## config.mk

```make
export PLATFORM = sky130hd
export DESIGN_NAME = dtc_ctrl
export DESIGN_NICKNAME = d
export VERILOG_FILES = /design/src/dtc_pkg.sv /design/src/dtc_ctrl.sv
export SDC_FILE = /design/constraint.sdc
export NUM_CORES = 1
export LEC_CHECK = 0
export BUFFER_PORTS_ARGS = -buffer_cell sky130_fd_sc_hd__buf_2
export CAP_MARGIN = 30
export CORE_AREA = 2 2 39 41
export DETAILED_ROUTE_END_ITERATION = 12
export DIE_AREA = 0 0 41 43
export PLACE_DENSITY = 0.42
export SLEW_MARGIN = 20
export SYNTH_ARGS = -nofsm -noshare
export SYNTH_HDL_FRONTEND = slang
export SYNTH_SLANG_ARGS = --single-unit
```

## constraint.sdc

```tcl
create_clock -name clock -period 1.77 [get_ports clock]
set_clock_uncertainty 0.05 [all_clocks]
set_input_delay 0.354 -clock clock [delete_from_list [all_inputs] [get_ports clock]]
set_output_delay 0.354 -clock clock [all_outputs]
set_load 0.01 [all_outputs]
```

## src/dtc_pkg.sv

```systemverilog
// ----------------------------------------------------------------------------
// dtc_pkg: shared types and constants of the two-level dispatch cache
// Operation, status and register codes, the set index hash and the
// command and status groups between the controller and the datapath.
// ----------------------------------------------------------------------------
package dtc_pkg;

   localparam int ADDR_BITS     = 48;
   localparam int CSR_IDX_BITS  = 2;
   localparam int CSR_DATA_BITS = 1;
   localparam int RECENT_ENTRIES = 2;

   localparam int HASH_SHIFT    = 4;
   localparam int HASH_SEL_SHR  = 9;
   localparam int HASH_CLS_SHR  = 11;

   localparam logic [1:0] OP_LOOKUP   = 2'd0;
   localparam logic [1:0] OP_FILL     = 2'd1;
   localparam logic [1:0] OP_CLEAR    = 2'd2;
   localparam logic [1:0] OP_RESERVED = 2'd3;

   localparam logic [2:0] STATUS_L0_HIT     = 3'd0;
   localparam logic [2:0] STATUS_GLOBAL_HIT = 3'd1;
   localparam logic [2:0] STATUS_MISS       = 3'd2;
   localparam logic [2:0] STATUS_NULL_KEY   = 3'd3;
   localparam logic [2:0] STATUS_FILLED     = 3'd4;
   localparam logic [2:0] STATUS_NOT_CACHED = 3'd5;
   localparam logic [2:0] STATUS_CLEARED    = 3'd6;

   localparam logic [CSR_IDX_BITS-1:0] CSR_TWO_WAY  = 2'd0;
   localparam logic [CSR_IDX_BITS-1:0] CSR_L0_DUAL  = 2'd1;
   localparam logic [CSR_IDX_BITS-1:0] CSR_NEG_CACHE = 2'd2;

   typedef struct packed {
      logic load;
      logic exec;
      logic sweep;
   } dtc_cmd_type;

   typedef struct packed {
      logic clear_op;
      logic out_busy;
      logic sweep_last;
   } dtc_stat_type;

   function automatic logic [ADDR_BITS-1:0] set_hash(input logic [ADDR_BITS-1:0] cls,
                                                     input logic [ADDR_BITS-1:0] sel);
      logic [ADDR_BITS-1:0] cb;
      logic [ADDR_BITS-1:0] sb;
      cb = cls >> HASH_SHIFT;
      sb = sel >> HASH_SHIFT;
      return cb ^ sb ^ (sb >> HASH_SEL_SHR) ^ (cb >> HASH_CLS_SHR);
   endfunction

endpackage

```

## src/dtc_ctrl.sv

```systemverilog
// ----------------------------------------------------------------------------
// dtc_ctrl: sequencer of the dispatch cache
// Steps each item through read and execute, and runs the clearing sweep.
// ----------------------------------------------------------------------------
module dtc_ctrl (
   input  logic                  clock,
   input  logic                  reset,
   input  logic                  req_valid,
   output logic                  req_ready,
   input  dtc_pkg::dtc_stat_type stat,
   output dtc_pkg::dtc_cmd_type  cmd
);
   import dtc_pkg::*;

   typedef enum logic [2:0] {
      S_CLEAR = 3'b001,
      S_IDLE  = 3'b010,
      S_EXEC  = 3'b100
   } state_type;

   state_type state_ff;
   state_type state_in;

   always_comb begin
      state_in  = state_ff;
      cmd       = '0;
      req_ready = 1'b0;
      case (state_ff)
         S_CLEAR: begin
            cmd.sweep = 1'b1;
            if (stat.sweep_last) begin
               state_in = S_IDLE;
            end
         end
         S_IDLE: begin
            req_ready = 1'b1;
            if (req_valid) begin
               cmd.load = 1'b1;
               state_in = S_EXEC;
            end
         end
         S_EXEC: begin
            if (!stat.out_busy) begin
               cmd.exec = 1'b1;
               state_in = stat.clear_op ? S_CLEAR : S_IDLE;
            end
         end
         default: begin
            state_in = S_CLEAR;
         end
      endcase
   end

   always_ff @(posedge clock) begin
      if (reset) begin
         state_ff <= S_CLEAR;
      end else begin
         state_ff <= state_in;
      end
   end

endmodule

```

==> results of run 1 <==
-- per-stage QoR --
step	setup WS [ns]	utilization, %	std cells	power (mW)
after global placement	0.429	20.8	48	0.134
after floorplan	0.520	-	24	0.117
final	0.214	22.7	52	0.251
after detailed placement	0.453	20.8	48	0.133
after global routing	0.115	22.7	52	0.268
after CTS	0.194	22.7	52	0.256
-- where the power goes --
part           total (mW)  switching [mW]  internal, mW
sequential         0.0863          0.0128        0.0736
combinational      0.0458          0.0201        0.0257
clock               0.119          0.0346        0.0844
-- worst register-to-register path: stages (launching register included) --
cell,delay (ns)
dfxtp_1,0.50
nor3b_2,0.10
a211oi_1,0.31
nor4_2,0.06
-- cells by family (layout without fill, tap and decap cells) --
kind of cell,Yosys count,after routing,synth area share (%)
DFF,3,3,25.7
AOI/OAI and AO/OA,5,5,13.4
and+or+nand+nor,13,13,51.3
buffers and inverters,3,15,9.62
-- metal layers --
metal	share of wire [%]	wire, um
met3	15	80
met1	50	260
met2	35	181
met5	0	0
met4	0	0
-- area by class of cell --
type	instances	area, um^2
repair buffers	10	52.6
inverters	1	3.75
multi-input cells	18	151
flip-flops and latches	3	60.1
clock buffers	4	26.3
well taps	16	20.0
fillers	150	1070
-- cell usage in the layout (no fill, tap or decap), types with 3 or more instances in the layout --
master	instances
clkbuf_4	3
dfxtp_1	3
buf_2	9
nor3b_2	3
-- worst paths after layout --
check,start,end,slack (ns),cells after the start
setup / recovery,state_ff[0],cmd[1],0.21,3
hold / removal,reset,state_ff[1],0.29,2
setup reg to reg,state_ff[0],state_ff[1],0.61,3
hold reg to reg,state_ff[0],state_ff[2],0.60,1
==> results_dict.tcl, run 1 <==
set metrics [dict create \
    drt_first_pass_iters 1 \
    power_density_nw_per_um2 799 \
    synth_top_area_share_pct 25.7 \
    die_w_um 41 \
    synthFlopType "dfxtp_1" \
    clkTransAtPathRegs_ns 0.04 \
    postRouteAntennaNets 0 \
    synth_top_area_cell "dfxtp_1" \
    top_usage_layer "met1" \
    gp_congestion 0.636 \
    cp_cell_sequence "nor3b_2 > nor2b_1 > buf_2" \
    htree_num_levels 1 \
    hold_path_class "primary input to register" \
    core_area_um2 1380 \
    largest_register_ff_count 3 \
    syn_nets 30 \
    initial_core_util_pct 16.9 \
    syn_inst 24 \
    routed_wl_um 522 \
    grt_util_met2_pct 8.13 \
    wl_per_cell_um 10.0 \
    ys_async_sr_fraction_pct 0 \
    relSlewSlack_pct 78.4 \
    worst_path_dominant_cell_family "flip-flops" \
    dieArea_um2 1760 \
    synth-seq-cells 3 \
    start_kind "register" \
    critPathMaxFanout 9 \
    row_count 14 \
    via_count 229 \
    yosysSeqAreaShare_pct 25.7 \
    overflow 0 \
    cts_num_sinks 3 \
    die_h_um 43 \
    clk_path_buf_depth 2 \
    p_leak_nw 0.127 \
    rsz0062_at_grt "no" \
    stdcell_area_um2 314 \
    setup_violations 0 \
    drive_gt1_share_pct 50.0 \
    vias_per_cell 4.40 \
    ir_drop_mv 0.219 \
    grt.total_usage_pct 7.11 \
    postCtsSetupBuffers 0 \
    endpoint_kind "output port" \
    num_antenna_cells 0 \
    worst_slew_pin_slew_ns 0.320 \
    grt_pass1_wl_um 841 \
    cts.hold.buffers_added 0 \
    fmax_ghz 0.643 \
    fin_crit_ns 1.56 \
    syn_area_um2 234 \
    io_buffers 9 \
    antenna_found_initial 0 \
    synth_area_leaders "dfxtp_1 (26%), nor3b_2 (16%), nor4b_2 (6.4%)" \
    use_met3_pct 3.66 \
    grt_pass1_vias 203 \
    final_nets 43 \
    io_pins 10 \
    synth.avg_cell_area_um2 9.75 \
    criticalPathCategory "register to output port" \
    slew_violations 0 \
    top_regs "state_ff x3" \
    ys.warnings.count 0 \
    status "finished, final reports clean" \
    postPlaceCellArea_um2 288 \
    cap_viol_max_count 0 \
    synthTopCellsByCount "dfxtp_1 (3), nor3b_2 (3)" \
    cpMaxStageDelayCell "dfxtp_1" \
    slowest_delay_ns 0.39 \
    cp.arrival_ns 1.15 \
    cts_buffers 3 \
    clockRootBuffer "clkbuf_4" \
    worstPathRequired_ns 1.37 \
    drt_iter0_markers 0 \
    worst-path-buf-inv 1 \
    synth_edf_count 0 \
    clock_latency_ns 0.23 \
    period_share_pct 87.9 \
    grt_max_degree 10 \
    hpwl_um 389 \
    drc 0 \
    whs_ns 0.291 \
    area_growth_pct 34.2 \
    hold_viol_final 0 \
    yosysUniqueCellTypes 20 \
    cts_resized 0 \
    setup_tns_ns 0 \
    grt_util_met1_pct 10.2 \
    largest-register "state_ff" \
    cts_tree "built" \
]
Power figures use the tool's default switching activity.
==> inputs of run 2 (changes only) <==
--- a/config.mk
+++ b/config.mk
@@ -8,6 +8,7 @@
 export BUFFER_PORTS_ARGS = -buffer_cell sky130_fd_sc_hd__buf_2
 export CAP_MARGIN = 30
 export CORE_AREA = 2 2 39 41
+export CTS_BUF_LIST = sky130_fd_sc_hd__clkbuf_16
 export DETAILED_ROUTE_END_ITERATION = 12
 export DIE_AREA = 0 0 41 43
 export PLACE_DENSITY = 0.42
==> constraint.sdc (replaced) <==
create_clock -name clock -period 1.95 [get_ports clock]
set_clock_uncertainty 0.05 [all_clocks]
set_input_delay 0.39 -clock clock [delete_from_list [all_inputs] [get_ports clock]]
set_output_delay 0.39 -clock clock [all_outputs]
set_load 0.01 [all_outputs]
==> results_dict.tcl, run 2 (synthesis results as in run 1) <==
set metrics [dict create \
    slowest_delay_ns 0.51 \
    criticalPathCategory "register to output port" \
    fmax_ghz 0.581 \
    cap_viol_max_count 0 \
    clockRootBuffer "clkbuf_16" \
    fillCellCount 149 \
    clkTransAtPathRegs_ns 0.03 \
    drt_first_pass_iters 2 \
    multiInputGateArea_um2 151 \
    cp_cell_sequence "nor3b_2 > nor2b_1 > buf_2" \
    num_antenna_cells 0 \
    pwr-share-comb_pct 9.3 \
    cts_tree "built" \
    relSlewSlack_pct 76.8 \
    hold_depth 2 \
    mostFrequentLayoutCell "buf_2" \
    p_sw_mw 0.0863 \
    rr_worst_depth 3 \
    seqPwrFrac_pct 18.0 \
    cts.hold.buffers_added 0 \
    postRouteAntennaNets 0 \
    io_pins 10 \
    grt_pass1_wl_um 841 \
    worstPathRequired_ns 1.51 \
    p_leak_nw 0.149 \
    dieArea_um2 1760 \
    cts_num_sinks 3 \
    top_regs "state_ff x3" \
    rsz0062_at_grt "no" \
    fin_cells 51 \
    whs_ns 0.337 \
    io_buffers 9 \
    cp.arrival_ns 1.28 \
    drive_gt1_share_pct 48.6 \
    routed_wl_um 543 \
    swShare_pct 19.6 \
    gp_congestion 0.643 \
    regArea_um2 60.1 \
    period_share_pct 88.3 \
    postCtsSetupBuffers 0 \
    endpoint "cmd[1]" \
    setup_tns_ns 0 \
    htree_num_levels 1 \
    status "finished, final reports clean" \
    clk_path_buf_depth 2 \
    grt_max_degree 11 \
    fin_crit_ns 1.72 \
    layout_common_cells "buf_2 (9), nor3b_2 (3), clkbuf_16 (3), dfxtp_1 (3), inv_1 (2)" \
    wl_per_cell_um 10.6 \
    dp_cells 47 \
    hold_viol_final 0 \
    initial_core_util_pct 16.9 \
    area_growth_pct 53.5 \
    start_kind "register" \
    r2r_setup_slack_ns 0.65 \
    endpoint_kind "output port" \
    power_frac_clock_pct 72.7 \
    die_h_um 43 \
    ir_drop_mv 0.294 \
    setup_violations 0 \
    crit_path_start "state_ff[2]" \
    cpMaxStageDelayCell "dfxtp_1" \
    via_count 222 \
    power_density_nw_per_um2 1230 \
    largest_register_ff_count 3 \
    internal_power_mw 0.354 \
    grt.total_usage_pct 7.60 \
    clock_latency_ns 0.22 \
    antenna_found_initial 0 \
    core_area_um2 1380 \
    row_count 14 \
    die_w_um 41 \
    grt_pass1_vias 207 \
    critPathMaxFanout 10 \
    final_nets 42 \
    rr_endpoint "state_ff[0]" \
    largest-register "state_ff" \
    cts_resized 0 \
    drc 0 \
    cts_buffers 3 \
    hpwl_um 380 \
    hold_path_class "primary input to register" \
    drt_iter0_markers 6 \
    r2r_start "state_ff[2]" \
    slew_violations 0 \
    vias_per_cell 4.35 \
    finish.utilization_pct 25.9 \
    worst_slew_pin_slew_ns 0.348 \
    overflow 0 \
]
## run 2: worst min-delay path by stage
stage / start / to / slack (ns)
6_report: reset / state_ff[1] / 0.34
5_1_grt: reset / state_ff[1] / 0.34
4_1_cts: reset / state_ff[1] / 0.34
3_5_place_dp: reset / state_ff[1] / 0.57
3_3_place_gp: reset / state_ff[2] / 0.57
2_1_floorplan: reset / state_ff[1] / 0.41
## run 2: stage by stage
| step | area [um^2] | power, mW | setup slack, ns |
|---|---|---|---|
| 2_1_floorplan | 234 | 0.107 | 0.664 |
| 3_3_place_gp | 280 | 0.122 | 0.468 |
| 3_5_place_dp | 280 | 0.121 | 0.464 |
| 4_1_cts | 359 | 0.447 | 0.213 |
| 5_1_grt | 359 | 0.457 | 0.105 |
| 6_report | 359 | 0.440 | 0.228 |
## run 2: critical path, delay by kind of cell, from the launching register on
family / cells / cell delay, ns
simple gates: 2 / 0.42
buf+inv: 1 / 0.13
flops: 1 / 0.51
## run 2: per-layer routing
metal,global-route usage (%),part of all wire (%)
met3,3.14,11
met1,11.4,51
met2,6.88,34
met5,0,0
met4,8.00,3.1
## run 2: area by class of cell
cell class                 count  share of cell area (%)
clock inverter                 1                    1.05
clock buffer                   3                    20.9
inverter                       1                    1.05
tap                           16                    5.57
timing repair buffer           9                    12.5
multi-input combinational     18                    42.2
sequential                     3                    16.7
## run 2: power by group through the flow
stage | Combinational [mW] | Sequential [mW] | Clock, mW
detailed placement | 0.0411 | 0.0801 | 0
global route | 0.0444 | 0.0808 | 0.332
finish | 0.0411 | 0.0791 | 0.320
CTS | 0.0415 | 0.0793 | 0.326
global placement | 0.0413 | 0.0804 | 0
floorplan | 0.0338 | 0.0727 | 0
==> inputs of run 3 (changes only) <==
--- a/config.mk
+++ b/config.mk
@@ -5,13 +5,13 @@
 export SDC_FILE = /design/constraint.sdc
 export NUM_CORES = 1
 export LEC_CHECK = 0
-export BUFFER_PORTS_ARGS = -buffer_cell sky130_fd_sc_hd__buf_2
 export CAP_MARGIN = 30
 export CORE_AREA = 2 2 39 41
 export CTS_BUF_LIST = sky130_fd_sc_hd__clkbuf_16
 export DETAILED_ROUTE_END_ITERATION = 12
 export DIE_AREA = 0 0 41 43
-export PLACE_DENSITY = 0.42
+export DONT_BUFFER_PORTS = 1
+export PLACE_DENSITY = 0.35
 export SLEW_MARGIN = 20
 export SYNTH_ARGS = -nofsm -noshare
 export SYNTH_HDL_FRONTEND = slang
==> results_dict.tcl, run 3 (synthesis results as in run 1) <==
set metrics [dict create \
    grt.total_usage_pct 7.03 \
    cap_viol_max_count 0 \
    dieArea_um2 1760 \
    cts_tree "built" \
    worst_path_dominant_cell_family "simple AND/OR/NAND/NOR gates" \
    cts_resized 0 \
    period_share_pct 87.6 \
    htree_num_levels 1 \
    via_count 185 \
    worst_slew_pin_slew_ns 0.430 \
    hold_path_class "primary input to register" \
    cp_cell_sequence "nor3b_2 > nor2b_1" \
    antenna_found_initial 0 \
    clk_path_buf_depth 2 \
    top_regs "state_ff x3" \
    fmax_ghz 0.585 \
    io_pins 10 \
    status "finished, final reports clean" \
    row_count 14 \
    fin_crit_ns 1.71 \
    path_depth 2 \
    core_area_um2 1380 \
    clkTransAtPathRegs_ns 0.03 \
    cts_num_sinks 3 \
    grt_pass1_wl_um 745 \
    clockRootBuffer "clkbuf_16" \
    cts.hold.buffers_added 0 \
    start_kind "register" \
    overflow 0 \
    rr_worst_depth 3 \
    criticalPathCategory "register to output port" \
    relSlewSlack_pct 71.1 \
    area_growth_pct 34.2 \
    slowest_delay_ns 0.52 \
    num_antenna_cells 0 \
    slew_violations 0 \
    worst-path-buf-inv 0 \
    final_nets 33 \
    clock_latency_ns 0.22 \
    largest-register "state_ff" \
    rsz0062_at_grt "no" \
    grt_pass1_vias 173 \
    hold_viol_final 0 \
    cts_buffers 3 \
    routed_wl_um 527 \
    drive_gt1_share_pct 30.8 \
    drt_first_pass_iters 1 \
    postRouteAntennaNets 0 \
    largest_register_ff_count 3 \
    cp.arrival_ns 1.27 \
    whs_ns 0.186 \
    r2r_setup_slack_ns 0.68 \
    endpoint_kind "output port" \
    wl_per_cell_um 12.5 \
    hpwl_um 383 \
    worstPathRequired_ns 1.51 \
    gp_congestion 0.683 \
    vias_per_cell 4.40 \
    io_buffers 0 \
    initial_core_util_pct 16.9 \
    endpoint "cmd[1]" \
    setup_violations 0 \
    die_h_um 43 \
    die_w_um 41 \
    power_density_nw_per_um2 1360 \
    postCtsSetupBuffers 0 \
    p_leak_nw 0.109 \
    drt_iter0_markers 0 \
    grt_max_degree 11 \
    cpMaxStageDelayCell "dfxtp_1" \
    critPathMaxFanout 10 \
    rr_endpoint "state_ff[0]" \
    crit_path_start "state_ff[2]" \
    layout_common_cells "nor3b_2 (3), clkbuf_16 (3), dfxtp_1 (3), inv_1 (2)" \
    fillCellCount 153 \
    ir_drop_mv 0.285 \
    setup_tns_ns 0 \
    drc 0 \
    r2r_start "state_ff[2]" \
]
## run 3: cell count changes in the layout (fill, tap and decap cells not counted), sizes merged
cell,delta
buf,-9
## run 3: worst min-delay path by stage
stage,startpoint,cells after the start,slack [ns],endpoint
6_report,reset,1,0.19,state_ff[1]
5_1_grt,reset,1,0.18,state_ff[1]
4_1_cts,reset,1,0.18,state_ff[1]
3_5_place_dp,reset,1,0.41,state_ff[1]
3_3_place_gp,reset,1,0.42,state_ff[2]
2_1_floorplan,reset,1,0.41,state_ff[1]
## run 3: worst reg2reg max path, cell delays in order, from the launching register on
cell	delay (ns)
dfxtp_1	0.52
nor3b_2	0.27
o21ai_0	0.13
a21o_1	0.19
## run 3: per-layer routing
metal | part of all wire (%) | GRT usage [%] | up-vias | wire length [um]
met1 | 42 | 7.40 | 85 | 220
li1 | - | - | 93 | -
met2 | 50 | 8.44 | 5 | 262
met3 | 5.5 | 4.19 | 2 | 29
met5 | 0 | 0 | - | 0
met4 | 2.7 | 8.00 | 0 | 14
## run 3: where the power goes
part	internal [mW]	switching, mW	total, mW
logic	0.0163	0.0127	0.0290
registers	0.0669	0.0119	0.0788
clock network	0.264	0.0541	0.318
## run 3: area by class of cell
type	count	area, um^2	area share, %
clock buffers	3	75.1	23.9
clock inverters	1	3.75	1.20
inverters	1	3.75	1.20
multi-input cells	18	151	48.2
flip-flops and latches	3	60.1	19.1
well taps	16	20.0	6.37
## run 3: through the flow
step | std cells | worst slack, ns | area, um^2 | power, mW | utilization (%)
CTS | 42 | 0.227 | 314 | 0.433 | 22.7
global placement | 38 | 0.487 | 235 | 0.109 | 17.0
floorplan | 24 | 0.664 | 234 | 0.107 | -
global route | 42 | 0.158 | 314 | 0.437 | 22.7
finish | 42 | 0.242 | 314 | 0.426 | 22.7
detailed placement | 38 | 0.466 | 235 | 0.109 | 17.0
